==> src/hdl/abt_pkg.sv <==
package abt_pkg;

  // Table geometry and field widths.
  localparam int TABLE_BITS = 16;
  localparam int COUNT_W    = 16;
  localparam int SUM_W      = COUNT_W + 1;
  localparam int PROB_W     = 12;
  localparam int NUM_W      = COUNT_W + PROB_W;

  // Stream payload widths, rounded up to whole bytes.
  localparam int CTX_W      = 32;
  localparam int IN_DATA_W  = 40;
  localparam int OUT_DATA_W = 16;

  // The divider retires three quotient bits per cycle.
  localparam int DIV_BITS_PER_STEP = 3;
  localparam int DIV_STEPS         = PROB_W / DIV_BITS_PER_STEP;
  localparam int STEP_W            = $clog2(DIV_STEPS);

  localparam logic [PROB_W-1:0]  PROB_SCALE  = 12'd4095;
  localparam logic [PROB_W-1:0]  PROB_MIN    = 12'd1;
  localparam logic [PROB_W-1:0]  PROB_MAX    = 12'd4094;
  localparam logic [PROB_W-1:0]  PROB_MID    = 12'd2048;
  localparam logic [COUNT_W-1:0] COUNT_MAX   = 16'hFFFF;
  localparam logic [COUNT_W-1:0] COUNT_ONE   = 16'd1;
  localparam logic [COUNT_W-1:0] LIMIT_RESET = 16'd1023;

  localparam logic CMD_PREDICT = 1'b0;
  localparam logic CMD_LEARN   = 1'b1;

  typedef struct packed {
    logic [COUNT_W-1:0] one_count;
    logic [COUNT_W-1:0] zero_count;
  } entry_t;

  // Handshake between the controller and the divider.
  typedef struct packed {
    logic               start;
    logic [NUM_W-1:0]   num;
    logic [SUM_W-1:0]   den;
  } div_req_t;

  typedef struct packed {
    logic               busy;
    logic               done;
    logic [PROB_W-1:0]  quot;
  } div_rsp_t;

endpackage

==> src/hdl/abt_div.sv <==
module abt_div import abt_pkg::*; (
  input  logic     clk,
  input  logic     rst,
  input  div_req_t req,
  output div_rsp_t rsp
);

  // Restoring division. The quotient is known to fit in PROB_W bits, so the
  // partial remainder starts from the numerator's upper bits.
  logic [SUM_W-1:0]  rem;
  logic [PROB_W-1:0] low;
  logic [SUM_W-1:0]  dvs;
  logic [PROB_W-1:0] quot;
  logic [STEP_W-1:0] step;
  logic              busy;

  logic [SUM_W-1:0]  rem_next;
  logic [PROB_W-1:0] low_next;
  logic [PROB_W-1:0] quot_next;

  always_comb begin
    logic [SUM_W:0] trial;
    rem_next  = rem;
    low_next  = low;
    quot_next = quot;
    for (int i = 0; i < DIV_BITS_PER_STEP; i++) begin
      trial    = {rem_next, low_next[PROB_W-1]};
      low_next = {low_next[PROB_W-2:0], 1'b0};
      if (trial >= {1'b0, dvs}) begin
        rem_next  = SUM_W'(trial - {1'b0, dvs});
        quot_next = {quot_next[PROB_W-2:0], 1'b1};
      end else begin
        rem_next  = trial[SUM_W-1:0];
        quot_next = {quot_next[PROB_W-2:0], 1'b0};
      end
    end
  end

  always_ff @(posedge clk) begin
    if (rst) begin
      busy <= 1'b0;
      step <= '0;
    end else if (req.start) begin
      busy <= 1'b1;
      step <= '0;
    end else if (busy) begin
      step <= step + STEP_W'(1);
      if (rsp.done) begin
        busy <= 1'b0;
      end
    end
  end

  always_ff @(posedge clk) begin
    if (req.start) begin
      rem  <= {1'b0, req.num[NUM_W-1:PROB_W]};
      low  <= req.num[PROB_W-1:0];
      dvs  <= req.den;
      quot <= '0;
    end else if (busy) begin
      rem  <= rem_next;
      low  <= low_next;
      quot <= quot_next;
    end
  end

  assign rsp.busy = busy;
  assign rsp.done = busy && (step == STEP_W'(DIV_STEPS - 1));
  assign rsp.quot = quot;

endmodule

==> config.mk <==
export PLATFORM = sky130hd
export DESIGN_NAME = abt_div
export DESIGN_NICKNAME = d
export VERILOG_FILES = /design/src/hdl/abt_pkg.sv /design/src/hdl/abt_div.sv
export SDC_FILE = /design/constraint.sdc
export NUM_CORES = 1
export LEC_CHECK = 0
export ABC_AREA = 1
export ABC_CLOCK_PERIOD_IN_PS = 6980
export BUFFER_PORTS_ARGS = -buffer_cell sky130_fd_sc_hd__buf_2
export CAP_MARGIN = 20
export CORE_ASPECT_RATIO = 0.75
export CORE_UTILIZATION = 56
export DETAILED_ROUTE_END_ITERATION = 16
export PLACE_DENSITY_LB_ADDON = 0.15
export SETUP_SLACK_MARGIN = 0.15
export SLEW_MARGIN = 20
export SYNTH_ARGS = -nofsm -noshare
export SYNTH_HDL_FRONTEND = slang
export SYNTH_SLANG_ARGS = --single-unit
==> constraint.sdc <==
create_clock -name clk -period 6.98 [get_ports clk]
set_input_delay 0.698 -clock clk [delete_from_list [all_inputs] [get_ports clk]]
set_output_delay 0.698 -clock clk [all_outputs]
set_load 0.05 [all_outputs]
Word level (Yosys, flattened, before mapping). Index checks and enable logic that the tools add are counted.

Add/sub/neg operators: 4. Order comparisons: 3. Equality and inequality tests: 1. Mux-type cells: 13. Reductions and logical operators: 3.

Operator list (number): $ge A18 B17 Y1 (3); $mux W17 (3); $sub A17 B17 Y17 (3); $mux W16 (2); $mux W12 (2); $mux W1 (6); $add A2 B1 Y2 const B (1); $eq A2 B2 Y1 const B (1); $reduce_bool A2 Y1 (1); $reduce_or A2 Y1 (1); $logic_and A1 B1 Y1 (1).

Register bits after elaboration: 61. Input port bits: 48. Output and inout bits: 14. Logic and storage cells: 31.

Logic depth before layout (Yosys ltp).
Depth after elaboration: 8. Mapped depth: 43. Mapped depth without buffers: 42.

Worst setup path before layout. Ideal clock, no wire load.

Kind: register -> register. Start point: register rem[13]. End point: register rem[4], data pin. Setup time: 253 ps. Arrival: 5138 ps. Required time: 6727 ps. Slack: 1589 ps. Cell stages (with the launch flop): 40. Path buffers: 2. Period minus slack after synthesis: 5391 ps. Cell sequence: edfxtp_1 -> ha_1 -> nand2_2 -> nor2_2 -> nand2_1 -> nor3b_2 -> nor2_4 -> nand2_4 -> inv_2 -> or2_1 -> o21ai_0 -> inv_1 -> fa_1 -> inv_1 -> nand4_1 -> nand3_1 -> nand2_1 -> nand2_1 -> [4 not listed] -> buf_2 -> nand2_1 -> o21ai_0 -> inv_1 -> ha_1 -> a21oi_1 -> nand2_1 -> a21oi_1 -> o21ai_1 -> nand2_1 -> nand3_1 -> a21oi_1 -> nand3_4 -> inv_4 -> buf_6 -> nand2_1 -> nand3_1 -> nand2_1.

Word-level cells in the longest chain between the ends: 8. Elaborated cells between the ends (all ways): 11. Classes of those cells: add/sub: 3; order compare: 3; mux: 5.

Ends and longest elaborated chain: from (decl) (RTL line abt_div.sv:10) `logic [SUM_W-1:0] rem;`; from (signal assigned) (RTL line abt_div.sv:56) `rem <= {1'b0, req.num[NUM_W-1:PROB_W]};`; from (signal assigned) (RTL line abt_div.sv:61) `rem <= rem_next;`; $sub A17 B17 Y17 or $ge A18 B17 Y1 (tied branches) (RTL line abt_div.sv:30, abt_div.sv:29); $mux W17 * (RTL line abt_div.sv:29) `if (trial >= {1'b0, dvs}) begin`; $ge A18 B17 Y1 or $sub A17 B17 Y17 (tied branches) (RTL line abt_div.sv:29, abt_div.sv:30); $mux W17 * (RTL line abt_div.sv:29); $sub A17 B17 Y17 or $ge A18 B17 Y1 (tied branches) (RTL line abt_div.sv:30, abt_div.sv:29); $mux W17 * (RTL line abt_div.sv:29); $mux W16 * (RTL line abt_div.sv:60) `end else if (busy) begin`; $mux W16 * (RTL line abt_div.sv:55) `if (req.start) begin`.

Every way passes the cells marked *; elsewhere a longest branch is shown, timed or not. The select of a mux whose other input is x is not followed. A chain may end at the register's enable or synchronous reset.

Worst setup path after layout.
Start point: register low[11]. End point: register rem[2], data pin.

Word-level cells in the longest chain between the ends: 8. Elaborated cells between the ends (all ways): 11. Classes of those cells: add/sub: 3; order compare: 3; mux: 5.

Ends and longest elaborated chain: from (decl) (RTL line abt_div.sv:11) `logic [PROB_W-1:0] low;`; from (signal assigned) (RTL line abt_div.sv:57) `low <= req.num[PROB_W-1:0];`; from (signal assigned) (RTL line abt_div.sv:62) `low <= low_next;`; $sub A17 B17 Y17 or $ge A18 B17 Y1 (tied branches) (RTL line abt_div.sv:30, abt_div.sv:29); $mux W17 * (RTL line abt_div.sv:29); $sub A17 B17 Y17 or $ge A18 B17 Y1 (tied branches) (RTL line abt_div.sv:30, abt_div.sv:29); $mux W17 * (RTL line abt_div.sv:29); $sub A17 B17 Y17 or $ge A18 B17 Y1 (tied branches) (RTL line abt_div.sv:30, abt_div.sv:29); $mux W17 * (RTL line abt_div.sv:29); $mux W16 * (RTL line abt_div.sv:60); $mux W16 * (RTL line abt_div.sv:55).

Marks and branches as above.

==> out/summary.md <==
### Timing
• count of pins over their slew limit: 0
• worst clock skew on the final layout: 0.006904 ns
• final hold vios: 0
• final worst-path cycle share: 0.9189
• transition at the pin with the smallest max-transition slack: 0.9129 ns
• worst slew margin relative to its limit: 0.3914
• final-layout setup total negative slack: 0 ns
• maximum frequency from static timing analysis: 155.9 MHz
• crit path time final: 6.414 ns
• RSZ-0062 raised after global routing: false
• number of failing setup endpoints in the final timing report: 0

### Final layout
• ratio of cells with drive above 1 in the final layout: 0.1368
• relative area change from synthesis to final layout: 12.31%
• final antenna diode count: 0
• filler cell count: 865
• utilization after layout: 0.6576
• net count reported at finish: 990

### Synth
• Async S/R FF share, synth: 0
• Commonest cells post-synth: 292 x sky130_fd_sc_hd__nand2_1, 129 x sky130_fd_sc_hd__inv_1, 52 x sky130_fd_sc_hd__ha_1, 45 x sky130_fd_sc_hd__edfxtp_1, 45 x sky130_fd_sc_hd__nand3_1
• largest cells by area after synthesis: sky130_fd_sc_hd__edfxtp_1 24%, sky130_fd_sc_hd__nand2_1 19%, sky130_fd_sc_hd__ha_1 11%, sky130_fd_sc_hd__inv_1 8.5%, sky130_fd_sc_hd__dfxtp_1 5.6%
• warning count from the yosys run: 0
• Compound-Gate Fraction of Synth Area: 0.1001
• dominant combinational cell family by area after synthesis: simple AND/OR/NAND/NOR gates
• xor and xnor fraction of the mapped netlist area: 0.06122
• Cell variety after synth: 45
• share of synthesized area spent on multiplexers: 0
• most frequent cell after synthesis: sky130_fd_sc_hd__nand2_1
• average instance area after synthesis: 6.895 µm²
• number of instances in the synthesized netlist: 830
• sequential cell area fraction in the yosys report: 0.2921
• combined area of all synthesized cells: 5723 µm²
• number of enable flip-flop cells after synthesis: 45
• synthesized-area fraction occupied by and/or/nand/nor cells: 0.3059
• cell taking the most area after synthesis: sky130_fd_sc_hd__edfxtp_1
• predominant post-synthesis flop cell: sky130_fd_sc_hd__edfxtp_1
• count of state elements after synthesis: 61
• top cell type's share of synthesized area: 0.2361
• post-synth net total: 933
• adder and majority gate portion of the synthesized area: 0.1242

### CTS
• number of buffers created by CTS: 9
• CTS clock-pin slew for the worst setup and hold paths: 0.06 ns
• clk_lat worst skew: 0.33 ns
• clock root buffer: sky130_fd_sc_hd__clkbuf_16
• hold buffer count at CTS: 0
• number of buffers between clock root and the deepest sink: 2
• clock tree from TritonCTS: built
• total number of clock tree sinks: 61
• Max H-tree Level: 3

### Die
• Die Span Y: 89.55 µm
• standard cell core area: 9774 µm²
• I/O pin total: 62
• cell row count: 31
• starting density of the core: 0.5855
• overall die area: 10630 µm²
• chip width: 118.7 µm

### Min path
• beginning of the worst hold path: quot[11]
• destination of the worst hold path: quot[11]
• path type of the worst min-delay path: flop to flop
• Worst Hold Depth: 2

### Drt
• number of remaining DRC errors: 0
• remaining number of nets flagged by the antenna check after routing: 0
• detailed-route wire length: 16.86 mm
• average vias per placed instance: 5.415
• per-cell routed wire length: 16.46 µm
• vias post-DR: 5545
• number of design-rule violations left by the first detailed-router iteration: 494
• first-pass detailed-route iteration total: 5

### GRT
• maximum number of pins on one net before global-route repair: 51
• met1 Usage GRT: 0.4626
• GR Layer Usage met3: 0.05867
• grt peak-use layer: met2
• via count of the first global-routing pass: 5045
• global-route wire length before repair: 25.88 mm
• global-route congestion overflow total: 0
• met2 Track Usage GR: 0.5152
• All-Layer GR Usage: 0.3247
• number of antenna violations at the first check in global routing: 0

### Setup path
• class of the most critical setup path: flop to flop
• CP most frequent cell: sky130_fd_sc_hd__nand2_1
• maximum fanout along the worst path: 19
• critical path data arrival time: 6.50 ns
• crit-path max cell delay: 0.46 ns
• top cell family by delay on the critical path: simple AND/OR/NAND/NOR gates
• data required time at the worst endpoint: 7.07 ns
• Reg-to-Reg End: rem[2]
• register-to-register path setup slack: 0.57 ns
• buffer and inverter count on the worst path: 7
• crit start category: flop
• Critical Path Sink Type: flop
• worst reg2reg path depth: 35
• Critical R2R Launch: low[11]
• Critical Path Slowest Stage Cell: sky130_fd_sc_hd__fa_1

### Placed design
• estimated wirelength of the detail-placed design: 13.20 mm
• Port Buf Inserts: 61
• placer's final routability congestion estimate: 0.9641

### Job
• Max-Cap Viols: 0

### Run status
• result of the run: completed

==> cell usage in the layout, fill, tap and decap left out, drive strengths merged <==
cell	instances
a211oi	3
a21boi	2
a21o	4
a21oi	39
a221oi	2
a31oi	4
buf	68
clkbuf	9
clkinv	8
clkinvlp	1
dfxtp	16
edfxtp	45
fa	3
ha	52
inv	134
nand2	298
nand3	53
nand3b	1
nand4	4
nor2	41
nor3	6
nor3b	1
nor4	2
o211ai	1
o21a	3
o21ai	35
o21bai	2
o22ai	7
or2	8
xnor2	25
xor2	15
==> tightest hold or removal path: cells and delay by family (launching register included) <==
family          cells  cell delay, ns
compound gates      1            0.06
simple gates        1            0.05
flops               1            0.32
==> per-stage QoR <==
stage	cells	cell area, µm²	hold slack [ns]	setup WS [ns]
after floorplan	830	5723	0.4589	1.589
after global placement	1001	6056	0.4342	0.3342
after detailed placement	1001	6056	0.4498	0.2496
after CTS	1017	6324	0.4678	0.1952
after global routing	1024	6427	0.4973	0.1651
final	1024	6427	0.4631	0.5663
==> layout make-up <==
class                           count  area (µm²)  area share
Timing Repair Buffer               68       370.4     0.05762
Tap cell                          132       165.2     0.02570
Sequential cell                    61        1672      0.2601
Inverter                          136       516.7     0.08040
Clock buffer                        9       225.2     0.03504
Clock inverter                      7       42.54    0.006619
Multi-Input combinational cell    611        3436      0.5346
==> kinds of logic (layout without fill, tap and decap cells) <==
| logic type | count (synthesis) | count (layout) |
|---|---|---|
| AO/OA/AOI/OAI | 102 | 102 |
| XOR/XNOR | 40 | 40 |
| adder cells (fa/ha/maj) | 55 | 55 |
| buffers and inverters | 160 | 220 |
| flip-flops | 61 | 61 |
| AND/OR/NAND/NOR | 412 | 414 |
==> state kept, by name (all words and copies together) (netlist names) <==
name and count:
quot 12, dvs 17, low 12, rem 17, busy 1, step 2
==> repair_timing <==
action | in CTS | in global routing
setup buffers | 0 | 5
gates resized for setup | 0 | 12
endpoints found under the setup margin | 0 | 18
==> how the worst max path moves through the flow <==
stage / from / to / cells after the start
3_3_place_gp: dvs[1] / rem[4] / 34
6_report: low[11] / rem[2] / 35
5_1_grt: rem[2] / rem[0] / 37
4_1_cts: dvs[1] / rem[4] / 34
3_5_place_dp: dvs[1] / rem[4] / 34
2_1_floorplan: rem[13] / rem[4] / 39
==> per-layer routing <==
| metal | vias to the layer above | wire, µm |
|---|---|---|
| li1 | 2765 | - |
| met1 | 2501 | 7865 |
| met2 | 255 | 7186 |
| met3 | 24 | 1552 |
| met4 | 0 | 252 |
| met5 | - | 0 |
Power is not shown: default switching activity piles up to over one toggle a cycle in this logic, so the estimate is an artifact.
